==> config.mk <==
export PLATFORM = sky130hd
export DESIGN_NAME = tlc_ctrl
export DESIGN_NICKNAME = d
export VERILOG_FILES = /design/src/rtl/tlc_pkg.sv /design/src/rtl/tlc_ctrl.sv
export SDC_FILE = /design/constraint.sdc
export NUM_CORES = 1
export LEC_CHECK = 0
export ABC_AREA = 1
export BUFFER_PORTS_ARGS = -buffer_cell sky130_fd_sc_hd__buf_2
export CAP_MARGIN = 20
export CORE_MARGIN = 2
export CORE_UTILIZATION = 34
export DETAILED_ROUTE_END_ITERATION = 7
export GPL_ROUTABILITY_DRIVEN = 0
export GPL_TIMING_DRIVEN = 0
export PLACE_DENSITY = 0.79
export SLEW_MARGIN = 25
export SYNTH_ARGS = -nofsm -noshare
export SYNTH_HDL_FRONTEND = slang
export SYNTH_SLANG_ARGS = --single-unit
==> constraint.sdc <==
create_clock -name clk -period 1.4 [get_ports clk]
set_input_delay 0.35 -clock clk [delete_from_list [all_inputs] [get_ports clk]]
set_output_delay 0.35 -clock clk [all_outputs]
set_load 0.01 [all_outputs]
==> src/rtl/tlc_pkg.sv <==
// shared constants, codes and control types of the two-level cache directory
package tlc_pkg;

  // default geometry limits
  localparam int L1_MAX_SETS_DEF = 64;
  localparam int L1_MAX_WAYS_DEF = 4;
  localparam int L2_MAX_SETS_DEF = 256;
  localparam int L2_MAX_WAYS_DEF = 8;

  // address width and tag store width
  localparam int AW = 32;
  localparam int TW = 32;
  // width of an effective way log2
  localparam int WLW = 3;

  // configuration register indexes
  localparam logic [2:0] REG_WRITE_ALLOCATE = 3'd0;
  localparam logic [2:0] REG_BLOCK_LOG2     = 3'd1;
  localparam logic [2:0] REG_L1_SET_LOG2    = 3'd2;
  localparam logic [2:0] REG_L1_WAY_LOG2    = 3'd3;
  localparam logic [2:0] REG_L2_SET_LOG2    = 3'd4;
  localparam logic [2:0] REG_L2_WAY_LOG2    = 3'd5;

  // row operations of one level
  localparam logic [1:0] OP_NONE  = 2'd0;
  localparam logic [1:0] OP_TOUCH = 2'd1;
  localparam logic [1:0] OP_FILL  = 2'd2;
  localparam logic [1:0] OP_DROP  = 2'd3;

  // address source of a level
  localparam logic [1:0] SEL_IN  = 2'd0;
  localparam logic [1:0] SEL_A   = 2'd1;
  localparam logic [1:0] SEL_VA  = 2'd2;
  localparam logic [1:0] SEL_OLD = 2'd3;

  typedef struct packed {
    logic       take;
    logic       clr;
    logic       l1_rd;
    logic [1:0] l1_sel;
    logic [1:0] l1_op;
    logic       l1_dirty;
    logic       l2_rd;
    logic [1:0] l2_sel;
    logic [1:0] l2_op;
    logic       l2_dirty;
    logic       set_h1;
    logic       set_acc2;
    logic       set_h2;
    logic       set_dev;
    logic       set_bi;
  } tlc_cmd_t;

  typedef struct packed {
    logic clr_last;
    logic wr;
    logic wa;
    logic l1_hit;
    logic l1_vic_ev;
    logic l2_hit;
    logic l2_vic_valid;
  } tlc_stat_t;

endpackage

==> src/rtl/tlc_ctrl.sv <==
// controller: sequences lookups, evictions and fills of one access
module tlc_ctrl (
  input  logic               clk,
  input  logic               rst_n,
  input  logic               in_tvalid,
  output logic               in_tready,
  output logic               out_tvalid,
  input  logic               out_tready,
  input  tlc_pkg::tlc_stat_t stat,
  output tlc_pkg::tlc_cmd_t  cmd
);

  localparam logic [3:0] ST_CLR   = 4'd0;
  localparam logic [3:0] ST_IDLE  = 4'd1;
  localparam logic [3:0] ST_LOOK  = 4'd2;
  localparam logic [3:0] ST_RDBI  = 4'd3;
  localparam logic [3:0] ST_BI    = 4'd4;
  localparam logic [3:0] ST_RD1   = 4'd5;
  localparam logic [3:0] ST_FILL1 = 4'd6;
  localparam logic [3:0] ST_RD2   = 4'd7;
  localparam logic [3:0] ST_WB    = 4'd8;
  localparam logic [3:0] ST_OUT   = 4'd9;

  logic [3:0] state_r, state_nxt;

  assign in_tready  = (state_r == ST_IDLE);
  assign out_tvalid = (state_r == ST_OUT);

  // command decode and next state
  always_comb begin
    cmd       = '0;
    cmd.l1_sel = tlc_pkg::SEL_A;
    cmd.l2_sel = tlc_pkg::SEL_A;
    state_nxt = state_r;
    unique case (state_r)
      ST_CLR: begin
        cmd.clr = 1'b1;
        if (stat.clr_last) state_nxt = ST_IDLE;
      end
      ST_IDLE: begin
        cmd.l1_sel = tlc_pkg::SEL_IN;
        cmd.l2_sel = tlc_pkg::SEL_IN;
        if (in_tvalid) begin
          cmd.take  = 1'b1;
          cmd.l1_rd = 1'b1;
          cmd.l2_rd = 1'b1;
          state_nxt = ST_LOOK;
        end
      end
      ST_LOOK: begin
        if (stat.l1_hit) begin
          cmd.l1_op    = tlc_pkg::OP_TOUCH;
          cmd.l1_dirty = stat.wr;
          cmd.set_h1   = 1'b1;
          state_nxt    = ST_OUT;
        end else begin
          cmd.set_acc2 = 1'b1;
          if (stat.l2_hit) begin
            cmd.l2_op    = tlc_pkg::OP_TOUCH;
            cmd.l2_dirty = stat.wr && !stat.wa;
            cmd.set_h2   = 1'b1;
            state_nxt    = (stat.wr && !stat.wa) ? ST_OUT : ST_RD1;
          end else if (!stat.wr || stat.wa) begin
            cmd.l2_op = tlc_pkg::OP_FILL;
            state_nxt = stat.l2_vic_valid ? ST_RDBI : ST_RD1;
          end else begin
            state_nxt = ST_OUT;
          end
        end
      end
      ST_RDBI: begin
        cmd.l1_sel = tlc_pkg::SEL_VA;
        cmd.l1_rd  = 1'b1;
        state_nxt  = ST_BI;
      end
      ST_BI: begin
        cmd.l1_sel = tlc_pkg::SEL_VA;
        if (stat.l1_hit) begin
          cmd.l1_op  = tlc_pkg::OP_DROP;
          cmd.set_bi = 1'b1;
        end
        state_nxt = ST_RD1;
      end
      ST_RD1: begin
        cmd.l1_rd = 1'b1;
        state_nxt = ST_FILL1;
      end
      ST_FILL1: begin
        cmd.l1_op    = tlc_pkg::OP_FILL;
        cmd.l1_dirty = stat.wr;
        if (stat.l1_vic_ev) begin
          cmd.set_dev = 1'b1;
          state_nxt   = ST_RD2;
        end else begin
          state_nxt = ST_OUT;
        end
      end
      ST_RD2: begin
        cmd.l2_sel = tlc_pkg::SEL_OLD;
        cmd.l2_rd  = 1'b1;
        state_nxt  = ST_WB;
      end
      ST_WB: begin
        cmd.l2_sel = tlc_pkg::SEL_OLD;
        if (stat.l2_hit) begin
          cmd.l2_op    = tlc_pkg::OP_TOUCH;
          cmd.l2_dirty = 1'b1;
        end
        state_nxt = ST_OUT;
      end
      ST_OUT: begin
        if (out_tready) state_nxt = ST_IDLE;
      end
      default: state_nxt = ST_IDLE;
    endcase
  end

  always_ff @(posedge clk) begin
    if (!rst_n) begin
      state_r <= ST_CLR;
    end else begin
      state_r <= state_nxt;
    end
  end

endmodule

# After elaboration in Yosys (flattened, before gate mapping)
# Index checks and enable logic that the tools add are counted.
# W data, S select, Z words.
[classes] eq_ne=12 muxes=34 reduce_logical=9
[ops] op="$pmux W4 S10" n=1
[ops] op="$mux W4" n=8
[ops] op="$eq A4 B3 Y1 const B" n=4
[ops] op="$mux W2" n=6
[ops] op="$mux W1" n=9
[ops] op="$mux W3" n=3
[ops] op="$eq A4 B2 Y1 const B" n=2
[ops] op="$eq A4 B4 Y1 const B" n=2
[ops] op="$pmux W2 S2" n=2
[ops] op="$pmux W1 S2" n=3
[ops] op="$pmux W2 S3" n=1
[ops] op="$pmux W3 S2" n=1
[ops] op="$reduce_or A2 Y1" n=3
[ops] op="$eq A4 B1 Y1 const B" n=1
[ops] op="$logic_not A4 Y1" n=1
[ops] op="$ne A2 B2 Y1 const B" n=2
[ops] op="$reduce_and A3 Y1" n=1
[ops] op="$logic_not A1 Y1" n=2
[ops] op="$ne A2 B1 Y1 const B" n=1
[ops] op="$logic_and A1 B1 Y1" n=1
[ops] op="$logic_or A1 B1 Y1" n=1
[totals] regBits=4 wordCells=56

# Logic depth before layout (Yosys ltp)
# Gate-level depths: netlist of the first run.
[depth] depth_word=6 mapped_depth=7

# Worst setup path after synthesis of the first run
# No wires, ideal clock.
[synth_path] path_kind="register to output" start="register state_r[0]" end="output cmd[10] (netlist name)" arrival_ps=1075 slack_ps=-25 path_stages_with_launch=7 n_path_buf=0 cell_sequence="dfxtp_1 -> inv_2 -> nor2_2 -> nand2_1 -> nor2_2 -> inv_1 -> o21ai_0"
[synth_rtl] item="start, declared" line_no="tlc_ctrl.sv:24" text="logic [3:0] state_r, state_nxt;"
[synth_rtl] item="start signal, assigned" line_no="tlc_ctrl.sv:122" text="state_r <= state_nxt;"
[synth_rtl] item="end, declared" line_no="tlc_ctrl.sv:10" text="output tlc_pkg::tlc_cmd_t cmd"

==> run metrics, run 1 <==
Critical Path RT 1.05 ns; die width 41 microns; CP Launch Point state_r[0]; root buffer cell clkbuf_4; number of global-route vias before repair 621; CTS max path bufs 2; Tcrit/Tclk final 1.231; Worst Setup Start Kind flip-flop; top cell type's share of synthesized area 0.1720; Post-synth top flop dfxtp_1; GR Overflow Total 0; hold wc startpoint rst_n; GR Util met1 0.2265; hold buffers post-CTS 0; YS warnings 0; Setup CP Type reg2out; final WL 2.316 mm; Post-Syn Area 465.4 sq um; #FFs+latches synth 4; run status finished with violations; die footprint 0.001681 sq mm; area delta synth->final 111.0%; via count 804; Fin Setup TNS -3.949 ns; met2 GRT Util 0.4453; Slowest-stage cell, CP dfxtp_4; Inst Count DP 132; pin count of the biggest net entering global routing 8; leakage power 0.0005420 uW; Post-route DRC 0; GR peak layer met2; Final Max Slew Viols 0; Place WS -0.1280 ns; First-pass DRT Iterations 5; max incr delay on CP 0.38 ns; routed len/inst 15.34 microns; sequential element share of the synthesized area 0.1720; met3 usage 0.03261; pwr/cell area 843.3 mW/mm^2; Worst R2R Start state_r[0]; core footprint 0.001285 sq mm; RSZ-0062 raised after global routing yes; top post-synthesis cells by area dfxtp_1, nand2_1, nor2_1; Max Cap Viol 0; Starting Density 0.3622; final count of hold timing violations 0; Clock Sinks 4; Worst path top cell family by delay simple AND/OR/NAND/NOR gates; share of cells above drive strength 1 0.6691; Avg Inst Size Synth 5.412 sq um; Vias/cell 5.325; 1st-iter DRT viols 24; cell repeated most along the worst path nor2_2; EDFF count, synth 0; Num CTS Buffers 3; most area-hungry cell type in the Yosys netlist dfxtp_1; DP HPWL 1.118 mm; Cell variety after synth 18; Max Clk Rate 580.2 MHz; diode count 0; Cells after Synth 86; number of flip-flops under the largest register name 4; H-tree depth 1; CTS tree done; initial antenna violation count 0; slew margin rel. 0.8311; CP Cell Sequence inv_4, nor2_2, nand2_2, nor2_2, inv_1, nand3_1, buf_2; Min-Delay Path Class in2reg; fillers 78; site row count 13; failing checks negative setup slack; port bufs 31; Peak supply drop 0.0006057 V; global-route wire length before repair 2.470 mm; Tmin final 1.723 ns; WP buf/inv 3; # setup viols final 21; Synthesized Nets 97; critical path arrival 1.37 ns; type of destination of the critical path output pin; final net count 149; Crit Path Max Fanout 3; clock slew at reported path FFs 0.03 ns; die height 41 microns; Finished Layout Cells 151; Clock Skews 0.001846 ns; Clock Latency Late Sink 0.23 ns; GRT Resource Usage Total 0.2284; I/O pins 32; worst slew pin tran 0.2530 ns; Regs by FF count state_r: 4 flops; top cells by count, synth nand2_1, nor2_1, inv_1; fraction of registers with async set/reset 0; Reg with most FFs state_r; fin worst setup slack -0.3234 ns; Antenna Nets Post-Route 0
[through the flow]
step	hold WS [ns]	cell area (sq um)	utilization	power [uW]
floorplan	0.4705	466.7	-	342.0
global placement	0.5600	640.6	0.4985	442.3
detailed placement	0.5679	640.6	0.4985	446.0
CTS	0.3451	830.8	0.6465	687.6
global route	0.3743	982.2	0.7644	876.1
finish	0.3572	982.2	0.7644	828.3
[layer usage]
metal	up-vias	wire length [microns]	share of wire
li1	373	-	-
met2	42	1244	0.54
met1	375	877	0.38
met3	14	105	0.045
met4	0	89	0.038
met5	-	0	0
[logic make-up (layout without fill, tap and decap cells)]
kind of cell           Yosys count  count (layout)  synth area share
and+or+nand+nor                 59              59            0.6102
buffers and inverters           17              67            0.1371
AOI/OAI and AO/OA                6               6           0.08065
DFF                              4               4            0.1720
[timing repair]
item	CTS	global route
endpoints found under the setup margin	21	21
cloned	0	0
gates resized for setup	30	24
buffers inserted	10	6
pin swaps	4	7
[power breakdown]
part           total [uW]  internal (uW)  switching [uW]  leakage [uW]
clock                 134           95.3            38.3     0.0000138
combinational         531            234             297      0.000493
sequential            164            131            32.6     0.0000356
[cell type report]
class / instances / area (sq um) / area share
Timing Repair Buffer: 47 / 321.6 / 0.3274
Sequential cell: 4 / 95.09 / 0.09682
Inverter: 17 / 76.32 / 0.07771
Multi-Input combinational cell: 65 / 447.9 / 0.4561
Clock buffer: 3 / 22.52 / 0.02293
Tap cell: 15 / 18.77 / 0.01911
[worst paths after layout]
check / end / slack (ns) / depth (start not counted)
max: cmd[16] / -0.32 / 7
min: state_r[0] / 0.36 / 3
max reg2reg: state_r[2] / 0.11 / 8
min reg2reg: state_r[0] / 0.57 / 3
[placed cells by master, fill, tap and decap left out, types with 5 or more instances in the layout]
cell type / instances
buf_2: 28
nor2_1: 10
inv_1: 12
nand2_1: 12
buf_6: 5
nor2_2: 7
buf_4: 12
nor2_4: 7
nand2_4: 6
[worst register-to-register path, cell delays in order (launching register included)]
cell and delay [ns]:
dfxtp_4 0.38, buf_12 0.12, nor2_4 0.04, buf_6 0.12, nand2_4 0.09, nand2_4 0.07, buf_4 0.13, nor2_1 0.14
a21oi_1 0.08
(Power assumes the default switching activity.)
==> run 2, diff against run 1 <==
MAX_ROUTING_LAYER = met4   (was default)
==> run metrics, run 2 (same netlist as run 1, synthesis figures left out) <==
run status finished with violations; failing checks negative setup slack; Num CTS Buffers 3 (unchanged); commonest non-fill, non-tap cell in the layout buf_2; Finished Layout Cells 151 (unchanged); Min-Delay Path Class in2reg; port bufs 31 (unchanged); area delta synth->final 111.0% (unchanged); Reg with most FFs state_r; die width 41 microns (unchanged); leakage power 0.0005420 uW (unchanged); Inst Count DP 132 (unchanged); Regs by FF count state_r: 4 flops; reg-to-reg slack, setup 0.11 ns (about the same); Place WS -0.1280 ns (unchanged); pin count of the biggest net entering global routing 8 (unchanged); 1st-iter DRT viols 22 (-8.3%); Clock Sinks 4 (unchanged); via count 792 (-1.5%); Peak supply drop 0.0006023 V (-0.55%); initial antenna violation count 0 (unchanged); diode count 0 (unchanged); Crit Path Max Fanout 3 (unchanged); fillers 78 (unchanged); pwr/cell area 842.5 mW/mm^2 (about the same); worst slew pin tran 0.2519 ns (-0.001177 ns); # setup viols final 20 (-4.8%); Reg2Reg Depth 8 (unchanged); global-route wire length before repair 2.456 mm (-0.57%); CTS tree done; Worst R2R End state_r[3]; max incr delay on CP 0.38 ns (about the same); routed len/inst 15.50 microns (+1.0%); GR Overflow Total 0 (unchanged); final net count 149 (unchanged); type of destination of the critical path output pin; clock slew at reported path FFs 0.03 ns (about the same); DP HPWL 1.118 mm (unchanged); Worst Hold End state_r[0]; Starting Density 0.3622 (unchanged); critical path arrival 1.37 ns (about the same); GRT Resource Usage Total 0.2336 (+0.005158); CP Cell Sequence inv_4, nor2_2, nand2_2, nor2_2, inv_1, nand3_1, buf_2; area of the multi-input gates 447.9 sq um (unchanged); Worst Setup Start Kind flip-flop; Max Clk Rate 582.7 MHz (+0.42%); hold buffers post-CTS 0 (unchanged); root buffer cell clkbuf_4; Critical Path RT 1.05 ns (about the same); Tcrit/Tclk final 1.226 (-0.005201); Worst R2R Start state_r[0]; most frequent cells in the layout buf_2, inv_1, nand2_1, buf_4, nor2_1; Post-route DRC 0 (unchanged); final WL 2.340 mm (+1.0%); Clock Skews 0.001943 ns (+0.00009714 ns); CTS max path bufs 2 (unchanged); I/O pins 32 (unchanged); Setup CP Type reg2out; Final Max Slew Viols 0 (unchanged); die footprint 0.001681 sq mm (unchanged); number of flip-flops under the largest register name 4 (unchanged); area taken by flip-flops and latches 95.09 sq um (unchanged); site row count 13 (unchanged); Clock Latency Late Sink 0.22 ns (about the same); RSZ-0062 raised after global routing yes; slew margin rel. 0.8319 (about the same); First-pass DRT Iterations 4 (-1); final count of hold timing violations 0 (unchanged); Tmin final 1.716 ns (-0.007282 ns); die height 41 microns (unchanged); Vias/cell 5.245 (-1.5%); Slowest-stage cell, CP dfxtp_4; Max Cap Viol 0 (unchanged); core footprint 0.001285 sq mm (unchanged); cell repeated most along the worst path nor2_2; share of cells above drive strength 1 0.6691 (unchanged); hold wc startpoint rst_n; number of global-route vias before repair 619 (-0.32%); worst hold stages 3 (unchanged); H-tree depth 1 (unchanged); Antenna Nets Post-Route 0 (unchanged); fin worst setup slack -0.3161 ns (+0.007282 ns)
[run 2: cell counts in the layout (fill, tap and decap cells not counted)]
Identical to the previous run, type by type.
[run 2: per-layer routing]
metal	GRT usage	up-vias	part of all wire
met5	-	-	0
met3	0.03261	10	0.052
met1	0.2233	372	0.37
met2	0.4453	41	0.55
li1	-	369	-
met4	0.1167	0	0.025
[run 2: worst max-delay path, delay by kind of cell (launching register included)]
kind / cells / cell delay, ns
AND/OR/NAND/NOR: 4 / 0.50
flip-flops: 1 / 0.38
buffers and inverters: 3 / 0.27
[run 2: power breakdown]
part,switching [uW],internal [uW]
registers,33.1,131
clock network,37.5,95.2
logic,297,234
total,368,460
[run 2: how the worst max path moves through the flow]
stage               start      end  slack [ns]  cells after the start
2_1_floorplan  state_r[1]   cmd[5]       0.005                      6
3_3_place_gp   state_r[3]   cmd[5]       -0.11                      8
3_5_place_dp   state_r[3]   cmd[5]       -0.13                      8
4_1_cts        state_r[3]   cmd[5]       -0.25                      8
5_1_grt        state_r[0]  cmd[16]       -0.38                      7
6_report       state_r[0]  cmd[16]       -0.32                      7
[run 2: final cells by class]
| class | count | share of cell area |
|---|---|---|
| clock buffers | 3 | 0.02293 |
| inverters | 17 | 0.07771 |
| multi-input cells | 65 | 0.4561 |
| flip-flops and latches | 4 | 0.09682 |
| well taps | 15 | 0.01911 |
| repair buffers | 47 | 0.3274 |
[run 2: repair_timing]
action | CTS | global route
pin swaps | 4 | 7
buffers inserted | 10 | 6
endpoints found under the setup margin | 21 | 21
resized for setup | 30 | 24
[run 2: stage by stage]
step                      hold slack (ns)  power, uW  utilization  setup TNS, ns  instance area, sq um
after global placement             0.5600      442.3       0.4985        -0.2815                 640.6
after floorplan                    0.4705      342.0            -              0                 466.7
after CTS                          0.3451      687.6       0.6465         -2.602                 830.8
after global routing               0.3743      876.1       0.7644         -5.073                 982.2
final                              0.3588      827.5       0.7644         -3.899                 982.2
after detailed placement           0.5679      446.0       0.4985        -0.3733                 640.6
